==> src/hdl/pld_pkg.sv <==
`timescale 1ns / 1ps
package pld_pkg;

  // fixed number formats
  localparam int CoordW = 32;
  localparam int AccW   = 48;
  localparam int DiffW  = CoordW + 1;       // point or rate difference
  localparam int ProdW  = 2 * DiffW;        // one signed product
  localparam int SqW    = 2 * CoordW + 2;   // sum of three squares
  localparam int DotW   = 2 * CoordW + 3;   // signed dot product
  localparam int NumW   = 2 * CoordW + 2;   // dot product magnitude
  localparam int LenW   = CoordW + 1;       // segment length
  localparam int CntW   = $clog2(NumW + 1);

  typedef struct packed {
    logic signed [CoordW-1:0] point_x;
    logic signed [CoordW-1:0] point_y;
    logic signed [CoordW-1:0] point_z;
    logic signed [CoordW-1:0] rate_x;
    logic signed [CoordW-1:0] rate_y;
    logic signed [CoordW-1:0] rate_z;
    logic                     last_point;
  } in_item_t;

  typedef struct packed {
    logic        [AccW-2:0] total_length;
    logic signed [AccW-1:0] length_rate;
    logic                   zero_segment_seen;
    logic                   saturated;
  } out_item_t;

  // one classified item between front and back
  typedef struct packed {
    logic signed [DiffW-1:0] dx;
    logic signed [DiffW-1:0] dy;
    logic signed [DiffW-1:0] dz;
    logic signed [DiffW-1:0] ex;
    logic signed [DiffW-1:0] ey;
    logic signed [DiffW-1:0] ez;
    logic                    has_seg;
    logic                    last;
  } seg_t;

endpackage

==> src/hdl/pld_front.sv <==
`timescale 1ns / 1ps
module pld_front (
  input  logic             clk,
  input  logic             rst,
  input  logic             point_valid,
  output logic             point_stall,
  input  pld_pkg::in_item_t point,
  input  logic             q_full,
  output logic             q_push,
  output pld_pkg::seg_t    q_data
);
  import pld_pkg::*;

  logic signed [CoordW-1:0] prev_px, prev_py, prev_pz, prev_rx, prev_ry, prev_rz;
  logic                     have_prev;

  function automatic logic signed [DiffW-1:0] sub(input logic signed [CoordW-1:0] a,
                                                  input logic signed [CoordW-1:0] b);
    sub = DiffW'(a) - DiffW'(b);
  endfunction

  assign point_stall = q_full;
  assign q_push      = point_valid && !q_full;

  // differences against the stored point
  always_comb begin
    q_data.dx      = sub(point.point_x, prev_px);
    q_data.dy      = sub(point.point_y, prev_py);
    q_data.dz      = sub(point.point_z, prev_pz);
    q_data.ex      = sub(point.rate_x, prev_rx);
    q_data.ey      = sub(point.rate_y, prev_ry);
    q_data.ez      = sub(point.rate_z, prev_rz);
    q_data.has_seg = have_prev;
    q_data.last    = point.last_point;
  end

  // previous point store
  always_ff @(posedge clk) begin
    if (rst) begin
      have_prev <= 1'b0;
      prev_px   <= '0;
      prev_py   <= '0;
      prev_pz   <= '0;
      prev_rx   <= '0;
      prev_ry   <= '0;
      prev_rz   <= '0;
    end else if (q_push) begin
      have_prev <= !point.last_point;
      prev_px   <= point.point_x;
      prev_py   <= point.point_y;
      prev_pz   <= point.point_z;
      prev_rx   <= point.rate_x;
      prev_ry   <= point.rate_y;
      prev_rz   <= point.rate_z;
    end
  end
endmodule

==> config.mk <==
export PLATFORM = sky130hd
export DESIGN_NAME = pld_front
export DESIGN_NICKNAME = d
export VERILOG_FILES = /design/src/hdl/pld_pkg.sv /design/src/hdl/pld_front.sv
export SDC_FILE = /design/constraint.sdc
export NUM_CORES = 1
export LEC_CHECK = 0
export ABC_AREA = 1
export BUFFER_PORTS_ARGS = -buffer_cell sky130_fd_sc_hd__buf_2
export CORE_MARGIN = 2
export CORE_UTILIZATION = 59
export CTS_BUF_LIST = sky130_fd_sc_hd__clkbuf_8 sky130_fd_sc_hd__clkbuf_16
export DETAILED_ROUTE_END_ITERATION = 10
export GPL_ROUTABILITY_DRIVEN = 1
export PLACE_DENSITY_LB_ADDON = 0.08
export SLEW_MARGIN = 10
export SYNTH_ARGS = -nofsm -noshare
export SYNTH_HDL_FRONTEND = slang
export SYNTH_SLANG_ARGS = --single-unit
==> constraint.sdc <==
create_clock -name clk -period 2.3 [get_ports clk]
set_input_delay 0 -clock clk [delete_from_list [all_inputs] [get_ports clk]]
set_output_delay 0 -clock clk [all_outputs]
set_load 0.02 [all_outputs]
==> flow_summary.toml <==
[clocking]
htreeDepth = 4
cts_buffers = 17
clock_sinks = 193
clk_path_buf_depth = 2
path_clk_slew_ps = 90
clk_latency_ps = 470
root_buffer = "clkbuf_16"
cts_tree = "yes"

[grt]
grt-ovfl-total = 0
gr-usage-all-layers = 0.339
grt_max_degree = 165
antenna_found_initial = 12
first_global_vias = 24000
grt_pass1_wl_um = 113000

[route]
wirelength_um = 78900
wl_per_cell_um = 15.4
dr.pass1.iters = 7
drtIter0Drc = 1944
ant_nets = 0
vias = 26700
drc = 0
viasPerCell = 5.22

[sta]
max-slew-margin-rel = 0.510
holdWs_ps = 23.3
clock_skew_ps = 0
fin_crit_sh = 1.03
fmax_mhz = 424
rsz0062_at_grt = "yes"
worstMarginPinSlew_ps = 736
setup_violations = 10
timing.final.max_slew_violations = 0
setup_ws_ps = -59.8
hold_viol = 0
period_needed_ps = 2360

[power_and_ir_drop]
pwr-share-seq = 0.224
swShare = 0.469
pwr-share-clk = 0.194
switching_power_w = 0.00762
pwr-share-comb = 0.581
power_leakage_nw = 17.0
internal_power_w = 0.00862
ir_drop_mv = 0.489
power_density_nw_per_um2 = 521

[floorplanning]
rows = 71
boundaryPins = 399
start_util = 0.601
die_area_um2 = 40100
fp.coreArea_um2 = 37800
die_x_um = 200
fp.dieH_um = 200

[critical_path]
critical_path_required_ps = 2300
reg2regPathDepth = 2
critPathCaptureType = "primary output"
path_max_fanout = 4
start_kind = "register"
r2r_end = "prev_rx[14]$_SDFFE_PP0P_"
timing.rr.start = "prev_rx[14]$_SDFFE_PP0P_"
worstSetupPathType = "reg2out"
rrSetupSlack_ps = 1480
cp_data_arrival_time_ps = 2360

[placed_design]
dp.cells = 4845
portBuffers = 398
hpwlAfterDp_um = 52700
routabilityCongestion = 1.00

[logic_synthesis]
synthTopCellsByCount = "nand2_1, inv_1, nor2_1, dfxtp_1, ha_1"
synth_area_leader_cell = "nand2_1"
synth_edf_count = 0
synth.avg_cell_area_um2 = 5.68
yosysSeqAreaShare = 0.170
ys_warn_count = 0
ys_types = 26
ys_async_sr_fraction = 0
synth_most_common_cell = "nand2_1"
synthTopCellsByArea = "nand2_1, dfxtp_1, inv_1"
ys_seq_elements = 193
syn_nets = 4390
syn_area_um2 = 22700
postSynthCellCount = 3995
ys.flop_type = "dfxtp_1"
synth_top_area_frac = 0.252

[finish]
drive_above_1_share = 0.271
fill_cells = 2602
multi_input_area_um2 = 17800
nets = 4975
final_util = 0.826
instances_no_fill = 5118
area_growth_syn_to_layout_pct = 37.3
seqCellArea_um2 = 3880

[worst_hold_path]
hold_start = "rst"
whs_endpoint = "prev_px[2]$_SDFFE_PP0P_"
hold_path_class = "in2reg"
hold_depth = 2

[status]
status = "complete, but fails checks"
violations = "negative setup slack"

[flow_run]
maxCapViolations = 0
-- cell families (layout without fill, tap and decap cells) --
kind of cell / count (synthesis) / count (layout) / share of synthesized area
buf+inv: 1021 / 1619 / 0.178
other cells: 0 / 14 / 0
simple gates: 2165 / 2165 / 0.372
flops: 193 / 193 / 0.170
fa+ha+maj: 198 / 198 / 0.111
compound gates: 328 / 328 / 0.135
xor+xnor: 90 / 90 / 0.0347
-- metrics by stage --
stage          area (µm²)  setup WS [ps]  TNS (ps)  total power [W]
2_1_floorplan       22700            540         0          0.00889
3_3_place_gp        25000            311         0           0.0110
3_5_place_dp        25000            274         0           0.0110
4_1_cts             28200          -38.9      -113           0.0147
5_1_grt             31200           -144     -4240           0.0171
6_report            31200          -59.8      -216           0.0162
-- repair_timing --
action,CTS,global route
pin swaps,14,71
gates resized for setup,138,662
endpoints found under the setup margin,101,146
buffers inserted,17,17
endpoints found under the hold margin,193,0
hold buffers,193,0
-- power by group through the flow --
stage	clock [W]	combinational [W]	sequential, W
after floorplan	0	0.00521	0.00369
after global placement	0	0.00728	0.00370
after detailed placement	0	0.00731	0.00370
after CTS	0.00314	0.00788	0.00363
after global routing	0.00330	0.0102	0.00366
final	0.00315	0.00945	0.00364
-- cell usage in the layout, fill, tap and decap left out, types with 8 or more instances in the layout --
master / count
nand2_1: 1324
inv_1: 935
nor2_1: 344
buf_2: 317
dlygate4sd3_1: 193
dfxtp_1: 181
a211oi_2: 180
nand2_2: 179
ha_4: 120
nand3_1: 118
buf_4: 87
nor2_2: 84
xor2_1: 67
a21oi_1: 66
a21oi_2: 57
ha_2: 37
ha_1: 35
buf_6: 30
nand2_4: 24
nand4_1: 24
nand3_2: 22
inv_2: 18
clkbuf_16: 17
nor2_4: 15
diode_2: 14
a211oi_1: 13
and2_1: 12
dfxtp_2: 12
xnor2_1: 11
xor2_2: 11
nor3_1: 8
-- per-layer routing --
metal	routed length (µm)	vias to the layer above	track usage
met1	31100	12000	0.411
li1	-	13200	-
met3	6240	314	0.0529
met5	7	-	0
met2	37400	1243	0.587
met4	4210	2	0.159
-- critical path: stages (launching register included) --
cell,delay (ps)
dfxtp_1,310
inv_1,120
ha_4,230
nand2_1,110
inv_1,80
a21oi_1,230
nand2_2,120
nand2_1,100
nand2_2,90
nand2_1,110
nand2_1,70
nand2_1,70
nand2_1,80
buf_6,140
-- worst max path at each step --
stage / from / end / slack [ps] / cells after the start
6_report: prev_rz[7]$_SDFFE_PP0P_ / q_data[22] / -60 / 13
2_1_floorplan: prev_rz[0]$_SDFFE_PP0P_ / q_data[18] / 540 / 10
5_1_grt: prev_px[9]$_SDFFE_PP0P_ / q_data[188] / -140 / 13
3_3_place_gp: prev_ry[0]$_SDFFE_PP0P_ / q_data[55] / 310 / 14
4_1_cts: prev_ry[0]$_SDFFE_PP0P_ / q_data[59] / -40 / 14
3_5_place_dp: prev_ry[0]$_SDFFE_PP0P_ / q_data[55] / 270 / 14
-- registers in the layout, summed over array words and instances (netlist names) --
register	cells
have_prev	1
prev_px	32
prev_py	32
prev_pz	32
prev_rx	32
prev_ry	32
prev_rz	32
-- layout make-up --
| cell class | count | share of cell area |
|---|---|---|
| multi-input combinational | 2781 | 0.571 |
| timing repair buffer | 634 | 0.149 |
| sequential | 193 | 0.124 |
| inverter | 953 | 0.115 |
| tap | 511 | 0.0205 |
| clock buffer | 17 | 0.0136 |
| clock inverter | 15 | 0.00518 |
| antenna | 14 | 0.00112 |
Note: power is estimated with default switching activity, not from simulation.
