<file path="config.mk">
export PLATFORM = sky130hd
export DESIGN_NAME = pld_queue
export DESIGN_NICKNAME = d
export VERILOG_FILES = /design/src/hdl/pld_pkg.sv /design/src/hdl/pld_queue.sv
export SDC_FILE = /design/constraint.sdc
export NUM_CORES = 1
export LEC_CHECK = 0
export BUFFER_PORTS_ARGS = -buffer_cell sky130_fd_sc_hd__buf_2
export CAP_MARGIN = 5
export CORE_MARGIN = 2
export CORE_UTILIZATION = 40
export CTS_CLUSTER_SIZE = 40
export DETAILED_ROUTE_END_ITERATION = 10
export PLACE_DENSITY = 0.66
export SYNTH_ARGS = -nofsm -noshare
export SYNTH_HDL_FRONTEND = slang
export SYNTH_SLANG_ARGS = --single-unit
</file>
<file path="constraint.sdc">
create_clock -name clk -period 12.1 [get_ports clk]
set_input_delay 3.025 -clock clk [delete_from_list [all_inputs] [get_ports clk]]
set_output_delay 3.025 -clock clk [all_outputs]
set_load 0.05 [all_outputs]
</file>
<file path="src/hdl/pld_pkg.sv">
`timescale 1ns / 1ps
package pld_pkg;

  // fixed number formats
  localparam int CoordW = 32;
  localparam int AccW   = 48;
  localparam int DiffW  = CoordW + 1;       // point or rate difference
  localparam int ProdW  = 2 * DiffW;        // one signed product
  localparam int SqW    = 2 * CoordW + 2;   // sum of three squares
  localparam int DotW   = 2 * CoordW + 3;   // signed dot product
  localparam int NumW   = 2 * CoordW + 2;   // dot product magnitude
  localparam int LenW   = CoordW + 1;       // segment length
  localparam int CntW   = $clog2(NumW + 1);

  typedef struct packed {
    logic signed [CoordW-1:0] point_x;
    logic signed [CoordW-1:0] point_y;
    logic signed [CoordW-1:0] point_z;
    logic signed [CoordW-1:0] rate_x;
    logic signed [CoordW-1:0] rate_y;
    logic signed [CoordW-1:0] rate_z;
    logic                     last_point;
  } in_item_t;

  typedef struct packed {
    logic        [AccW-2:0] total_length;
    logic signed [AccW-1:0] length_rate;
    logic                   zero_segment_seen;
    logic                   saturated;
  } out_item_t;

  // one classified item between front and back
  typedef struct packed {
    logic signed [DiffW-1:0] dx;
    logic signed [DiffW-1:0] dy;
    logic signed [DiffW-1:0] dz;
    logic signed [DiffW-1:0] ex;
    logic signed [DiffW-1:0] ey;
    logic signed [DiffW-1:0] ez;
    logic                    has_seg;
    logic                    last;
  } seg_t;

endpackage

</file>
<file path="src/hdl/pld_queue.sv">
`timescale 1ns / 1ps
module pld_queue (
  input  logic          clk,
  input  logic          rst,
  input  logic          push,
  input  pld_pkg::seg_t wr_data,
  output logic          full,
  input  logic          pop,
  output logic          empty,
  output pld_pkg::seg_t rd_data
);
  import pld_pkg::*;

  seg_t       entry [2];
  logic       wr_ptr, rd_ptr;
  logic [1:0] count;

  assign full    = (count == 2'd2);
  assign empty   = (count == 2'd0);
  assign rd_data = entry[rd_ptr];

  // two-entry ring
  always_ff @(posedge clk) begin
    if (rst) begin
      wr_ptr <= 1'b0;
      rd_ptr <= 1'b0;
      count  <= 2'd0;
    end else begin
      if (push) begin
        wr_ptr <= !wr_ptr;
      end
      if (pop) begin
        rd_ptr <= !rd_ptr;
      end
      count <= count + 2'(push) - 2'(pop);
    end
  end

  always_ff @(posedge clk) begin
    if (push) begin
      entry[wr_ptr] <= wr_data;
    end
  end
endmodule

</file>
==> metrics, run 1 <==
Reg-to-Reg Start=wr_ptr$_SDFFE_PP0P_; Crit path max-delay family=buffers and inverters; layout cells sized above 1=0.610; Max Cap Violations=0; Die Y=196 um; Fmax=0.164 GHz; number of global-route vias before repair=7858; dominant cell type by area after synthesis=edfxtp_1; floorplan row count=70; DRT Wirelength=30.3 mm; CP cell instances=buf_4, mux2_2, buf_2; drt drc=0; via/cell ratio=4.74; Fin. Hold Viols=0; first-pass GRT wire length=44.2 mm; crit-path max FO=75; final setup margin=6.01 ns; Worst-Margin Slew=0.981 ns; cell type of the slowest stage on the worst timing path=dfxtp_4; design area=0.0185 mm2; DPL Wire Length=20.2 mm; sequential share of power=0.485; hold_sp=rd_ptr$_SDFFE_PP0P_; Layout area overhead=25.1%; Hold WS=0.515 ns; Unique masters post-synth=12; Worst Setup End Kind=primary output; GPL Wtd Cong=0.770; most common cell in the netlist=edfxtp_1; Sequential cell area=0.0121 mm2; antenna violations before repair=8; Worst-path clk slew=0.05 ns; LEAKAGE=6.88 nW; ranking of synthesized cells by area=edfxtp_1 81%, mux2_2 15%, clkbuf_8 1.9%, dfxtp_1 0.68%, ha_1 0.17%; # fillers=3032; largest net degree at the start of global routing=140; 1st-pass router iterations=4; area of the multi-input gates=0.00237 mm2; placed cell area=0.0172 mm2; Power, Total=3.44 mW; Sink Count=405; Int Pwr=2.51 mW; Hold Path Class=flip-flop to flip-flop; H-tree depth=2; DIE AREA=0.0385 mm2; post-CTS setup buffers=0; top cells by count, synth=400 x edfxtp_1, 200 x mux2_2, 20 x clkbuf_8; WS Path Type=flip-flop to primary output; Setup TNS=0 ns; Seq cells post-synth=405; clock power share=0.353; critical path arrival=3.07 ns; die width=196 um; Final setup violation count=0; Period Utilization, post-route=0.504; Logic pwr share=0.162; Final Non-Filler Cells=1579; Synth Net Count=849; sequential share of the synthesized area=0.820; dpl ws=6.47 ns; Primary FF master, synth=edfxtp_1; 1st-iter DRT viols=302; Post-Synthesis Cells=643; CTS buffer count=41; Mapped Area=0.0148 mm2; core outline area=0.0365 mm2; post-CTS sizing=0; placed cell count=1501; Routed Antenna Nets=0; share of the synthesized area in the top cell type=0.813; Worst EP required=9.07 ns; status=completed; CTS tree=yes; total number of vias=7480; gr usage total=0.153; EDFF count, synth=400; Switching Share=0.270; I/O Buffers=405; Initial Util=0.405; hold buffer count at cts=0; clock skew=0.0142 ns; fin nets=1282; Yosys warnings=0; peak supply drop=0.145 mV; async set or reset register ratio after synthesis=0; relative slew slack=0.346; synthesized area per cell=23.0 um2; CTS Buffer Depth=3; Top Ports=406; final core occ=0.506; worst skew pair latency=0.54 ns; crit-path max cell delay=0.94 ns; Buf/Inv on CP=2; clock tree root driver cell=clkbuf_16; P_sw=927 uW; final slew viol count=0; unrepaired setup endpoints after global routing=no; GRT Residual Overflow=0; PwrDens=186 mW/mm2; CP startpoint kind=flip-flop; crit path time final=6.09 ns; WL/cell=19.2 um
-- flip-flops by register name, summed over array words and instances, names as in the netlist, named ones only --
name and flops:
entry 400, count 2, rd_ptr 1, wr_ptr 1
-- routing by layer --
| layer | routed length [um] | part of all wire | up-vias | track usage |
|---|---|---|---|---|
| met1 | 11000 | 0.36 | 3708 | 0.165 |
| li1 | - | - | 3445 | - |
| met2 | 15800 | 0.52 | 253 | 0.264 |
| met5 | 10 | 0.00033 | - | 0 |
| met3 | 2300 | 0.076 | 72 | 0.0492 |
| met4 | 1190 | 0.039 | 2 | 0.0901 |
-- cell families after synthesis --
logic type	count (synthesis)	synth area share
XOR/XNOR	3	0.00271
adder cells (fa/ha/maj)	2	0.00169
buffers and inverters	24	0.0207
flip-flops	405	0.820
multiplexers	200	0.152
AND/OR/NAND/NOR	9	0.00296
-- cell type report --
class | instances | area share
sequential | 405 | 0.656
multi-input combinational | 214 | 0.128
timing repair buffer | 412 | 0.113
clock buffer | 53 | 0.0608
tap | 468 | 0.0317
clock inverter | 18 | 0.00914
antenna | 7 | 0.000948
inverter | 2 | 0.000406
-- worst min-delay path, cell delays in order, from the launching register on --
cell	delay [ns]
dfxtp_1	0.32
xnor2_1	0.08
nor2_1	0.08
-- power groups by stage --
| stage | registers, mW | logic (mW) | clock network [mW] |
|---|---|---|---|
| final | 1.67 | 0.556 | 1.21 |
| after global routing | 1.68 | 0.581 | 1.30 |
| after CTS | 1.67 | 0.562 | 1.25 |
| after detailed placement | 1.70 | 0.561 | 0 |
| after global placement | 1.70 | 0.556 | 0 |
| after floorplan | 1.70 | 0.436 | 0 |
-- cell usage in the layout (no fill, tap or decap), types with 3 or more instances in the layout --
cell / Yosys / routed
bufinv_16: 0 / 3
nor2_1: 5 / 5
clkinv_1: 0 / 4
edfxtp_1: 400 / 400
mux2_2: 200 / 200
clkbuf_16: 0 / 43
clkbuf_1: 0 / 9
buf_2: 0 / 405
clkinv_2: 0 / 8
dfxtp_1: 5 / 4
buf_4: 0 / 6
diode_2: 0 / 7
-- final timing paths --
check | to | slack, ns | cells past startpoint
worst min register to register | rd_ptr$_SDFFE_PP0P_ | 0.52 | 2
worst min-delay path | rd_ptr$_SDFFE_PP0P_ | 0.52 | 2
worst max-delay path | rd_data[104] | 6.01 | 3
worst max register to register | entry[1][86]$_DFFE_PP_ | 9.39 | 3
Power figures use the tool's default switching activity.
==> inputs of run 2 (changes only) <==
PLACE_DENSITY = default   (was 0.66)
clock period = 5.7 ns   (was 12.1 ns; I/O delays follow)
==> run 2 against run 1 <==
  * Worst hold slack gained 0.011 ns
  * First-iteration DRC count grew 6.6%
  * Register-to-register slack lost 5.7 ns
  * Wire length grew 1.6%
  * Sequential share of layout area shrank 0.37 points
  * Die area is the same
  * Clock-buffer cell count shrank 4
  * Non-clock buffer count is the same
  * Clock power grew 120%
  * Clock skew grew 0.0028 ns
  * Total power grew 120%
  * Critical endpoint is now rd_data[84]
  * Highest routed layer unchanged
==> metrics, run 2 (synthesized netlist as in run 1, its figures left out) <==
peak supply drop=0.257 mV; Worst EP required=4.28 ns; Worst-Margin Slew=1.02 ns; Initial Util=0.405; post-CTS sizing=0; relative slew slack=0.319; clock tree root driver cell=clkbuf_16; clock skew=0.0170 ns; crit-path max FO=68; CTS buffer count=43; floorplan row count=70; Worst-path clk slew=0.06 ns; DIE AREA=0.0385 mm2; Max Cap Violations=0; PwrDens=398 mW/mm2; WS Path Type=flip-flop to primary output; final slew viol count=0; largest net degree at the start of global routing=120; Fin. Hold Viols=0; Setup TNS=0 ns; Final setup violation count=0; Largest Register=entry; most frequent cells in the layout=405 x buf_2, 400 x edfxtp_1, 200 x mux2_2; LEAKAGE=6.92 nW; Fmax=0.243 GHz; Hold WS=0.526 ns; 1st-pass router iterations=4; gr usage total=0.154; fin nets=1284; Sink Count=405; critical path arrival=2.69 ns; worst skew pair latency=0.55 ns; GPL Wtd Cong=0.736; number of flip-flops in the largest register=400; I/O Buffers=405; Hold Path Class=flip-flop to flip-flop; number of global-route vias before repair=7886; GRT Residual Overflow=0; layout cells sized above 1=0.612; drt drc=0; Largest regs=entry (400), count (2); first-pass GRT wire length=44.6 mm; Top Ports=406; Period Utilization, post-route=0.721; # fillers=3067; antenna violations before repair=7; 1st-iter DRT viols=322; crit path time final=4.11 ns; hold buffer count at cts=0; Routed Antenna Nets=0; CP startpoint kind=flip-flop; WL/cell=19.5 um; post-CTS setup buffers=0; status=completed; CTS tree=yes; Layout area overhead=25.8%; total number of vias=7524; via/cell ratio=4.75; commonest non-fill, non-tap cell in the layout=buf_2; Die Y=196 um; unrepaired setup endpoints after global routing=no; core outline area=0.0365 mm2; DRT Wirelength=30.8 mm; H-tree depth=2; Worst Setup End Kind=primary output; DPL Wire Length=20.2 mm; die width=196 um; CTS Buffer Depth=3
==> run 2: cell types whose count changed in the layout (fill, tap and decap cells not counted), moves of 2 or more <==
| cell | change |
|---|---|
| clkinv_1 | +3 |
| clkinv_2 | +2 |
| clkbuf_1 | -4 |
| buf_4 | -4 |
| clkinv_4 | +2 |
| buf_12 | +4 |
==> run 2: path summary, 6_finish.rpt <==
kind	startpoint	cells after the start	end	slack, ns
setup / recovery	flip-flop	3	rd_data[84]	1.59
hold / removal	rd_ptr$_SDFFE_PP0P_	2	flip-flop	0.53
setup reg to reg	wr_ptr$_SDFFE_PP0P_	2	entry[1][83]$_DFFE_PP_	3.70
hold reg to reg	rd_ptr$_SDFFE_PP0P_	2	flip-flop	0.53
==> run 2: metrics by stage <==
step,instance area [um2],utilization,setup WS (ns),instances,total power [mW]
4_1_cts,18600,0.509,1.53,1577,7.50
6_report,18600,0.509,1.59,1583,7.39
3_3_place_gp,17200,0.472,2.15,1501,4.80
5_1_grt,18600,0.509,1.46,1582,7.66
2_1_floorplan,14800,-,0.846,643,4.51
3_5_place_dp,17200,0.472,2.15,1501,4.81
==> run 2: cell type report <==
cell class,instances,area (um2),area share
clock inverter,27,231,0.0125
timing repair buffer,412,2140,0.115
antenna,6,15.0,0.000808
inverter,2,7.51,0.000404
multi-input combinational,214,2370,0.128
tap,468,586,0.0315
sequential,405,12100,0.652
clock buffer,49,1120,0.0602
==> run 2: power breakdown <==
part	internal (mW)	switching, mW
Sequential	3.48	0.0602
Combinational	0.333	0.860
Clock	1.55	1.11
==> run 2: per-layer routing <==
layer / global-route usage / vias up / wire [um]
met3: 0.0512 / 63 / 2380
met4: 0.0766 / 4 / 981
met2: 0.257 / 275 / 15500
met5: 0 / - / 29
li1: - / 3461 / -
met1: 0.179 / 3721 / 11900
==> run 2: worst max-delay path, cell delays in order (launching register included) <==
cell,delay (ns)
dfxtp_4,1.02
buf_12,0.39
mux2_2,0.41
buf_2,0.22
==> inputs of run 3 (changes only) <==
clock period = 4.3 ns   (was 5.7 ns; I/O delays follow)
==> run 3 against run 2 <==
  * Wire length is 1.4% lower
  * Cell area hardly changed
  * Sequential share of layout area shrank 0.053 points
  * Register-to-register slack worse by 1.1 ns
  * Clock power grew 32%
  * Worst hold slack got worse by 0.0094 ns
  * Combinational power increased by 34%
  * Non-clock buffer count up 4
  * Via count up 0.21%
  * Clock-buffer cell count is 10 higher
  * Flip-flop and latch count unchanged
  * Critical path type unchanged
  * Critical endpoint is now rd_data[97]
==> metrics, run 3 (synthesized netlist as in run 1, its figures left out) <==
final core occ=0.509; Power, Total=9.80 mW; Worst-Margin Slew=0.905 ns; H-tree depth=2; core outline area=0.0365 mm2; design area=0.0186 mm2; Die Y=196 um; hold_sp=rd_ptr$_SDFFE_PP0P_; die width=196 um; first-pass GRT wire length=45.3 mm; clock tree root driver cell=clkbuf_16; DIE AREA=0.0385 mm2; gr usage total=0.156; number of global-route vias before repair=7975; Fin. Hold Viols=0; Sink Count=405; Hold WS=0.517 ns; Worst Hold End=rd_ptr$_SDFFE_PP0P_; number of flip-flops in the largest register=400; via/cell ratio=4.77; unrepaired setup endpoints after global routing=no; FF-to-FF path depth=2; Worst-path clk slew=0.06 ns; most frequent cells in the layout=405 x buf_2, 400 x edfxtp_1, 200 x mux2_2; CTS buffer count=43; Layout area overhead=25.9%; Fmax=0.290 GHz; crit path time final=3.45 ns; DPL Wire Length=20.0 mm; CP startpoint kind=flip-flop; status=completed; Top Ports=406; WS Path Type=flip-flop to primary output; layout cells sized above 1=0.605; peak supply drop=0.421 mV; hold buffer count at cts=0; crit-path max FO=57; GPL Wtd Cong=0.728; DRT Wirelength=30.4 mm; hold path depth=2; Worst Setup End Kind=primary output; placed cell area=0.0173 mm2; worst skew pair latency=0.54 ns; # fillers=3066; fin nets=1288; LEAKAGE=6.93 nW; WL/cell=19.2 um; I/O Buffers=405; floorplan row count=70; 1st-pass router iterations=4; Worst EP required=3.22 ns; GRT Residual Overflow=0; commonest non-fill, non-tap cell in the layout=buf_2; critical path arrival=2.37 ns; largest net degree at the start of global routing=142; Max Cap Violations=0; Largest Register=entry; Reg2Reg Setup Slack=2.56 ns; 1st-iter DRT viols=324; reg2reg end=entry[1][22]$_DFFE_PP_; total number of vias=7540; clock skew=0.00984 ns; post-CTS sizing=0; area of the multi-input gates=0.00237 mm2; Initial Util=0.405; Period Utilization, post-route=0.801; Routed Antenna Nets=0; final slew viol count=0; Final setup violation count=0; drt drc=0; Reg-to-Reg Start=wr_ptr$_SDFFE_PP0P_; antenna violations before repair=4; CTS tree=yes; Hold Path Class=flip-flop to flip-flop; CTS Buffer Depth=3; PwrDens=527 mW/mm2; post-CTS setup buffers=0; Largest regs=entry (400), count (2); relative slew slack=0.397; Sequential cell area=0.0121 mm2
==> run 3: worst max-delay path by stage <==
stage	start	endpoint	slack (ns)	depth (start not counted)
floorplan	push	entry[0][0]$_DFFE_PP_	-0.20	1
global placement	flip-flop	rd_data[193]	1.39	3
detailed placement	flip-flop	rd_data[195]	1.39	3
CTS	flip-flop	rd_data[195]	0.78	3
global route	flip-flop	rd_data[97]	0.73	3
finish	flip-flop	rd_data[97]	0.85	3
==> run 3: critical path, cell delays in order, from the launching register on <==
cell	delay (ns)
dfxtp_4	0.79
buf_12	0.35
mux2_2	0.39
buf_2	0.21
==> run 3: metal layers <==
layer,vias up,share of wire,GRT usage
li1,3452,-,-
met1,3749,0.38,0.183
met2,269,0.50,0.262
met3,64,0.080,0.0509
met4,6,0.033,0.0701
met5,-,0.00095,0
==> run 3: final cells by class <==
class,instances,share of cell area
inverters,2,0.000404
clock buffers,59,0.0644
well taps,468,0.0315
flip-flops and latches,405,0.651
diodes,1,0.000135
clock inverters,16,0.00807
multi-input cells,214,0.127
repair buffers,416,0.117
==> run 3: stage by stage <==
stage	setup TNS, ns	setup WS [ns]	instances
6_report	0	0.854	1581
5_1_grt	0	0.729	1581
4_1_cts	0	0.779	1580
3_5_place_dp	0	1.39	1505
3_3_place_gp	0	1.39	1505
2_1_floorplan	-40.82	-0.204	643
==> run 3: power breakdown <==
group | total [mW] | internal (mW) | switching, mW
Clock | 3.52 | 2.12 | 1.40
Combinational | 1.60 | 0.445 | 1.15
Sequential | 4.68 | 4.62 | 0.0680
